**config.mk**
```make
export PLATFORM = sky130hd
export DESIGN_NAME = tmcw_ctrl
export DESIGN_NICKNAME = d
export VERILOG_FILES = /design/src/rtl/core/tmcw_pkg.sv /design/src/rtl/core/tmcw_ctrl.sv
export SDC_FILE = /design/constraint.sdc
export NUM_CORES = 1
export LEC_CHECK = 0
export BUFFER_PORTS_ARGS = -buffer_cell sky130_fd_sc_hd__clkbuf_2
export CAP_MARGIN = 5
export CORE_AREA = 2 2 39 41
export DETAILED_ROUTE_END_ITERATION = 10
export DIE_AREA = 0 0 41 43
export PLACE_DENSITY = 0.8
export SETUP_SLACK_MARGIN = 0.1
export SYNTH_ARGS = -nofsm -noshare
export SYNTH_HDL_FRONTEND = slang
export SYNTH_SLANG_ARGS = --single-unit
```
**constraint.sdc**
```tcl
create_clock -name clk -period 2.2 [get_ports clk]
set_input_delay 0.22 -clock clk [delete_from_list [all_inputs] [get_ports clk]]
set_output_delay 0.22 -clock clk [all_outputs]
set_load 0.005 [all_outputs]
```
**src/rtl/core/tmcw_pkg.sv**
```systemverilog
// Shared types and constants of the text-mode console writer.
// Holds command codes, field widths, the controller state type and the
// command/status bundles between controller and datapath. No dependencies.
`timescale 1ns / 1ps

package tmcw_pkg;

  // Field widths of the stream items
  localparam int CMD_W    = 2;
  localparam int CHAR_W   = 8;
  localparam int COLOR_W  = 8;
  localparam int ROW_W    = 5;
  localparam int COL_W    = 7;
  localparam int CURSOR_W = 11;
  localparam int CELL_W   = CHAR_W + COLOR_W;

  localparam int IN_TDATA_W  = 32;
  localparam int OUT_TDATA_W = 32;

  // Character codes and reset attribute
  localparam logic [CHAR_W-1:0]  NEWLINE_CODE = 8'h0A;
  localparam logic [CHAR_W-1:0]  BLANK_CODE   = 8'h20;
  localparam logic [COLOR_W-1:0] RESET_COLOR  = 8'h07;

  // Input commands
  typedef enum logic [CMD_W-1:0] {
    CMD_PUT       = 2'd0,
    CMD_BACKSPACE = 2'd1,
    CMD_CLEAR     = 2'd2,
    CMD_READ      = 2'd3
  } tmcw_op_t;

  // Controller states
  typedef enum logic [3:0] {
    ST_INIT,
    ST_IDLE,
    ST_PUT,
    ST_SCROLL,
    ST_DRAIN,
    ST_BS_RD,
    ST_BS_WR,
    ST_CLEAR,
    ST_RD_ADDR,
    ST_RD_DATA,
    ST_RESP
  } tmcw_state_t;

  // Controller to datapath
  typedef struct packed {
    logic latch_in;     // capture the accepted transaction
    logic put_exec;     // store character / advance position
    logic scroll_step;  // one step of the row-up copy sweep
    logic fill_step;    // write one blank cell of the fill sweep
    logic fill_rst;     // blank cells use the reset attribute
    logic pos_home;     // position back to cell zero
    logic bs_read;      // step back and fetch the previous cell
    logic bs_write;     // blank the fetched cell, keep its attribute
    logic rd_issue;     // fetch the requested cell
    logic ld_out;       // load the result register
    logic ld_read;      // result carries the fetched cell
  } tmcw_cmd_t;

  // Datapath to controller
  typedef struct packed {
    logic out_free;     // result register can take a new transaction
    logic put_wrap;     // the pending put runs past the last cell
    logic pos_zero;     // write position is cell zero
    logic sweep_last;   // sweep counter is on the last cell
  } tmcw_stat_t;

endpackage

```
**src/rtl/core/tmcw_ctrl.sv**
```systemverilog
// Sequencer of the text-mode console writer.
// Steps each command through its states and drives the datapath by
// command bundle. Depends on tmcw_pkg.
`timescale 1ns / 1ps

module tmcw_ctrl (
  input  logic                 clk,
  input  logic                 rst_n,
  input  logic                 in_tvalid,
  output logic                 in_tready,
  input  tmcw_pkg::tmcw_op_t   in_op,
  input  tmcw_pkg::tmcw_stat_t stat,
  output tmcw_pkg::tmcw_cmd_t  cmd
);
  import tmcw_pkg::*;

  tmcw_state_t state_r, state_nxt;

  // State register; reset starts the screen clearing pass
  always_ff @(posedge clk) begin
    if (!rst_n) begin
      state_r <= ST_INIT;
    end else begin
      state_r <= state_nxt;
    end
  end

  // Next state and commands
  always_comb begin
    state_nxt = state_r;
    cmd       = '0;
    in_tready = 1'b0;
    unique case (state_r)
      ST_INIT: begin
        cmd.fill_step = 1'b1;
        cmd.fill_rst  = 1'b1;
        if (stat.sweep_last) begin
          state_nxt = ST_IDLE;
        end
      end
      ST_IDLE: begin
        in_tready = 1'b1;
        if (in_tvalid) begin
          cmd.latch_in = 1'b1;
          unique case (in_op)
            CMD_PUT:       state_nxt = ST_PUT;
            CMD_BACKSPACE: state_nxt = ST_BS_RD;
            CMD_CLEAR:     state_nxt = ST_CLEAR;
            CMD_READ:      state_nxt = ST_RD_ADDR;
            default:       state_nxt = ST_IDLE;
          endcase
        end
      end
      ST_PUT: begin
        cmd.put_exec = 1'b1;
        if (stat.put_wrap) begin
          state_nxt = ST_SCROLL;
        end else if (stat.out_free) begin
          cmd.ld_out = 1'b1;
          state_nxt  = ST_IDLE;
        end else begin
          state_nxt = ST_RESP;
        end
      end
      ST_SCROLL: begin
        cmd.scroll_step = 1'b1;
        if (stat.sweep_last) begin
          state_nxt = ST_DRAIN;
        end
      end
      ST_DRAIN: begin
        // last pipelined write lands here
        if (stat.out_free) begin
          cmd.ld_out = 1'b1;
          state_nxt  = ST_IDLE;
        end else begin
          state_nxt = ST_RESP;
        end
      end
      ST_BS_RD: begin
        if (stat.pos_zero) begin
          if (stat.out_free) begin
            cmd.ld_out = 1'b1;
            state_nxt  = ST_IDLE;
          end else begin
            state_nxt = ST_RESP;
          end
        end else begin
          cmd.bs_read = 1'b1;
          state_nxt   = ST_BS_WR;
        end
      end
      ST_BS_WR: begin
        cmd.bs_write = 1'b1;
        if (stat.out_free) begin
          cmd.ld_out = 1'b1;
          state_nxt  = ST_IDLE;
        end else begin
          state_nxt = ST_RESP;
        end
      end
      ST_CLEAR: begin
        cmd.fill_step = 1'b1;
        cmd.pos_home  = 1'b1;
        if (stat.sweep_last) begin
          if (stat.out_free) begin
            cmd.ld_out = 1'b1;
            state_nxt  = ST_IDLE;
          end else begin
            state_nxt = ST_RESP;
          end
        end
      end
      ST_RD_ADDR: begin
        cmd.rd_issue = 1'b1;
        state_nxt    = ST_RD_DATA;
      end
      ST_RD_DATA: begin
        // fetched cell held until the result register frees up
        if (stat.out_free) begin
          cmd.ld_out  = 1'b1;
          cmd.ld_read = 1'b1;
          state_nxt   = ST_IDLE;
        end
      end
      ST_RESP: begin
        if (stat.out_free) begin
          cmd.ld_out = 1'b1;
          state_nxt  = ST_IDLE;
        end
      end
      default: begin
        state_nxt = ST_INIT;
      end
    endcase
  end

endmodule

```
==> impl_metrics.toml, run 1 <==
[outcome]
status = "finished, final reports clean"

[power]
pwr-share-seq_pct = 20.4
vdd_drop_max_mv = 0.319
cellLeakagePower_uw = 0.000322
net-switching-power_uw = 294
combPwrFrac_pct = 64.8
swShare_pct = 45.5
p_clk_share_pct = 14.8
p_per_area_nw_per_um2 = 931
p_int_uw = 352

[timing]
setup_viol = 0
period_share_pct = 83.6
setup-tns-final_ps = 0
tightest_slew_ps = 432
rsz0062_at_grt = "false"
fin_crit_ps = 1840
slew_headroom_pct = 71.1
clock.fmax_mhz = 544
drv_slew = 0
hold_viol = 0
skew_ps = 6.14

[routing]
dr_total_vias = 666
wl_per_cell_um = 12.2
drt_iter0_drc = 23
drt-pass1-iter-count = 4
ant_nets = 0
drc = 0
wl_mm = 1.45
vias_per_cell = 5.60

[critical_path]
ff2ff_path_depth = 5
r2r_end = "state_r[0]$_SDFFE_PN0P_"
cp_max_fo = 9
reg2reg_slack_ps = 490
worstPathRequired_ps = 1980
r2r_start = "state_r[2]$_SDFFE_PN0P_"
critPathCaptureType = "output pin"
worstPathArrival_ps = 1620
startpoint_type = "register"
critPathKind = "register to output pin"

[logic_synthesis]
synth_top_family_by_area = "simple AND/OR/NAND/NOR gates"
synth_xor_area_share_pct = 1.53
synthMuxAreaShare_pct = 1.96
syn_avg_cell_area_um2 = 6.84
yosys.area_share.simple_pct = 34.6
synth-edff-count = 0
yosys_warnings = 0
synth_top_area_share_pct = 13.9
synth_adder_area_share_pct = 6.54
yosys_register_bits = 4
synth_cell_types = 31
netlist_area_um2 = 574
ys_seq_area_share_pct = 13.9
synth.largest_area_cell = "dfxtp_1"
synth_compound_area_share_pct = 30.3
synthArstFlopShare_pct = 0
syn_inst = 84
syn-num-nets = 96
synthTopCellsByArea = "dfxtp_1, a21oi_1, ha_1, o21ai_0, nor2_1"
ys.flop_type = "dfxtp_1"

[min_path]
hp-start = "rst_n"
whs_path_depth = 3
whs_endpoint = "state_r[3]$_SDFFE_PN0P_"
hold_path_class = "input pin to register"

[global_route]
grt_pass1_vias = 582
grt_overflow = 0
grt_max_degree = 17
groute.usage.overall_pct = 19.3
met3_usage_pct = 3.14
grt_pass1_wl_mm = 2.32
grt_use_met1_pct = 23.2
busiest_layer = "met2"
use_met2_pct = 30.9
antenna_found_initial = 0

[layout]
multi_input_comb_area_um2 = 430
n_antenna_cell = 0
fin_util_pct = 50.2
drive_gt1_share_pct = 28.2
largest_register_ffs = 4
n_fill_cell = 139
final_nets = 117
regMostFlops = "state_r"
final_common_cell = "clkbuf_2"
syn2layout_area_growth_pct = 20.9
reg_top3 = "state_r x4"
seq_area_um2 = 80.1
mostFrequentLayoutCells = "clkbuf_2, nor2_1, a21oi_1"

[clock_network]
clk_latency_ps = 240
clkTransAtPathRegs_ps = 40
postCtsSetupRepairBufs = 0
cts_max_level = 1
cts_root_buffer = "clkbuf_4"
cts_tree = "yes"
cts.sinks = 4
ctsResizeCount = 0
cts_hold_buf = 0
cts_inserted_buffers = 3
cts_buffer_depth = 2

[die]
die_h_um = 43
core_um2 = 1380
start_util_pct = 41.5
die-area_um2 = 1760
ios = 21
rows = 14
die_w_um = 41

[placement]
gp_congestion = 0.770
port_buffers = 20
hpwlAfterDp_mm = 1.13

[run]
cap_violations = 0
-- kinds of logic (layout without fill, tap and decap cells) --
kind of cell,after synthesis,count (layout)
mux,1,1
simple gates,37,37
compound gates,25,25
xor+xnor,1,1
fa+ha+maj,3,3
flops,4,4
buf+inv,13,32
-- final cells by class --
| class | count | area share, % |
|---|---|---|
| clock buffer | 3 | 3.24 |
| inverter | 7 | 3.78 |
| multi-input combinational | 67 | 62.0 |
| sequential | 4 | 11.5 |
| tap | 16 | 2.88 |
| timing repair buffer | 22 | 16.6 |
-- per-stage QoR --
step | hold slack [ps] | cell area (um^2) | setup slack [ps] | cells | power [uW]
floorplan | 337 | 574 | 609 | 84 | 451
global placement | 517 | 672 | 492 | 116 | 547
detailed placement | 516 | 672 | 501 | 116 | 553
CTS | 268 | 694 | 362 | 119 | 649
global route | 286 | 694 | 230 | 119 | 713
finish | 268 | 694 | 361 | 119 | 647
-- routing by layer --
layer	up-vias	part of all wire (%)
li1	338	-
met4	0	1.0
met3	2	6.5
met5	-	0
met1	293	45
met2	33	48
-- power groups by stage --
stage	clock network, uW	logic [uW]	registers (uW)
global placement	0	414	133
global route	100	476	137
detailed placement	0	420	133
finish	95.7	419	132
floorplan	0	350	101
CTS	95.4	422	131
-- worst max-delay path by stage --
stage / start / end / slack (ps) / cells past startpoint
global route: state_r[1]$_SDFFE_PN0P_ / cmd[1] / 230 / 7
global placement: state_r[1]$_SDFFE_PN0P_ / state_r[0]$_SDFFE_PN0P_ / 490 / 5
finish: state_r[1]$_SDFFE_PN0P_ / cmd[1] / 360 / 7
detailed placement: state_r[2]$_SDFFE_PN0P_ / state_r[3]$_SDFFE_PN0P_ / 500 / 5
floorplan: state_r[1]$_SDFFE_PN0P_ / state_r[0]$_SDFFE_PN0P_ / 610 / 6
CTS: state_r[1]$_SDFFE_PN0P_ / cmd[1] / 360 / 7
-- synthesized netlist by cell type, drive strengths merged, types with 2 or more instances --
| master | n |
|---|---|
| nand2b | 4 |
| a21oi | 9 |
| nand2 | 7 |
| buf | 2 |
| nor2 | 9 |
| nor3 | 4 |
| dfxtp | 4 |
| nor2b | 4 |
| nand3 | 2 |
| o21ai | 7 |
| ha | 3 |
| inv | 7 |
| clkbuf | 4 |
-- critical path, cell delays in order, from the launching register on --
cell	delay, ps
dfxtp_1	480
buf_4	220
nor2b_1	140
o21bai_1	90
a21oi_1	160
a21oi_1	60
nor2b_1	120
clkbuf_2	120
Power figures use the tool's default switching activity.
==> run 2, diff against run 1 <==
==> constraint.sdc (replaced) <==
create_clock -name clk -period 1.81 [get_ports clk]
set_input_delay 0.181 -clock clk [delete_from_list [all_inputs] [get_ports clk]]
set_output_delay 0.181 -clock clk [all_outputs]
set_load 0.005 [all_outputs]
==> run 2 against run 1 <==
  * Count of clock-buffer cells in the layout unchanged
  * Sequential power grew 9%
  * First-iteration DRC count down 70%
  * Total power increased by 28%
  * Clock skew increased by 0.90 ps
==> impl_metrics.toml, run 2 (synthesis results as in run 1) <==
[outcome]
status = "finished, final reports clean"

[clock_network]
cts_max_level = 1
cts_tree = "yes"
cts.sinks = 4
cts_hold_buf = 0
cts_root_buffer = "clkbuf_4"
clk_latency_ps = 240
clkTransAtPathRegs_ps = 40
cts_inserted_buffers = 3
cts_buffer_depth = 2

[routing]
dr_total_vias = 669
ant_nets = 0
drc = 0
drt-pass1-iter-count = 4
wl_per_cell_um = 12.4
drt_iter0_drc = 7
wl_mm = 1.52
vias_per_cell = 5.44

[global_route]
grt_pass1_vias = 531
grt_max_degree = 15
grt_pass1_wl_mm = 2.20
antenna_found_initial = 0
grt_overflow = 0
groute.usage.overall_pct = 18.5

[layout]
final_nets = 121
reg_top3 = "state_r x4"
final_common_cell = "clkbuf_2"
final_area_um2 = 732
syn2layout_area_growth_pct = 27.5
mostFrequentLayoutCells = "clkbuf_2, nor2_1, a21oi_1"
drive_gt1_share_pct = 32.7
regMostFlops = "state_r"
n_antenna_cell = 0
largest_register_ffs = 4

[critical_path]
reg2reg_slack_ps = 190
critPathCaptureType = "output pin"
worstPathArrival_ps = 1470
critPathMaxStageDelay_ps = 360
critPathKind = "register to output pin"
cp_max_fo = 9
r2r_end = "state_r[0]$_SDFFE_PN0P_"
r2r_start = "state_r[0]$_SDFFE_PN0P_"
ff2ff_path_depth = 5
startpoint_type = "register"
worstPathRequired_ps = 1630
path_common_cell = "a21oi_1"
crit_chain = "buf_6 -> mux2_2 -> nand2_1 -> a21oi_1 -> a21oi_1 -> nor2b_1 -> clkbuf_2"
critPathSlowestCell = "dfxtp_2"

[min_path]
hold_path_class = "input pin to register"
whs_endpoint = "state_r[1]$_SDFFE_PN0P_"
whs_path_depth = 3
hp-start = "rst_n"

[power]
p_per_area_nw_per_um2 = 1130
vdd_drop_max_mv = 0.381
finalPower_uw = 825
cellLeakagePower_uw = 0.000345

[die]
start_util_pct = 41.5
core_um2 = 1380
die_h_um = 43
die_w_um = 41
ios = 21
die-area_um2 = 1760
rows = 14

[placement]
hpwlAfterDp_mm = 1.18
port_buffers = 20
post-place-ws_ps = 229
dpl_cell_area_um2 = 687
gp_congestion = 0.794

[timing]
skew_ps = 7.04
fin_crit_ps = 1650
slew_headroom_pct = 78.3
drv_slew = 0
hold_viol = 0
holdWs_ps = 229
layout_setup_ws_ps = 162
clock.fmax_mhz = 607
setup-tns-final_ps = 0
setup_viol = 0
period_share_pct = 91.1
rsz0062_at_grt = "false"
tightest_slew_ps = 325

[run]
cap_violations = 0
## run 2: cell types whose count changed in the layout (fill, tap and decap cells not counted), sizes merged
cell,previous run,this run
buf,2,6
## run 2: metrics by stage
stage	cells	utilization (%)
global route	123	52.9
global placement	118	49.6
detailed placement	118	49.6
finish	123	52.9
floorplan	84	-
CTS	121	51.6
## run 2: per-layer routing
| metal | GRT usage, % | part of all wire (%) |
|---|---|---|
| met1 | 21.5 | 45 |
| met2 | 31.9 | 50 |
| met3 | 1.57 | 3.7 |
| met4 | 8.00 | 0.98 |
| met5 | 0 | 0 |
## run 2: where the power goes
| group | internal [uW] | total, uW | switching, uW |
|---|---|---|---|
| registers | 112 | 144 | 31.8 |
| clock network | 74.5 | 116 | 41.0 |
| logic | 270 | 566 | 295 |
## run 2: critical path, delay by kind of cell (launching register included)
family	cells	cell delay, ps
compound gates	2	190
buf+inv	2	240
flops	1	360
mux	1	330
simple gates	2	110
## run 2: area by class of cell
cell class / count / area, um^2
Clock buffer: 3 / 22.5
Multi-Input combinational cell: 67 / 433
Timing Repair Buffer: 26 / 149
Inverter: 7 / 26.3
Tap cell: 16 / 20.0
Sequential cell: 4 / 81.3
Fill cell: 142 / 652
## run 2: timing repair
item	CTS	global route
gates resized for setup	2	1
buffers inserted	0	2
endpoints found under the setup margin	1	2
## run 2: how the worst max path moves through the flow
stage | startpoint | to | slack, ps | cells after the start
final | state_r[1]$_SDFFE_PN0P_ | cmd[1] | 160 | 7
after global routing | state_r[1]$_SDFFE_PN0P_ | cmd[1] | 100 | 7
after CTS | state_r[1]$_SDFFE_PN0P_ | cmd[1] | 150 | 7
after floorplan | state_r[1]$_SDFFE_PN0P_ | state_r[0]$_SDFFE_PN0P_ | 220 | 6
after detailed placement | state_r[1]$_SDFFE_PN0P_ | state_r[0]$_SDFFE_PN0P_ | 230 | 5
after global placement | state_r[1]$_SDFFE_PN0P_ | state_r[0]$_SDFFE_PN0P_ | 250 | 5
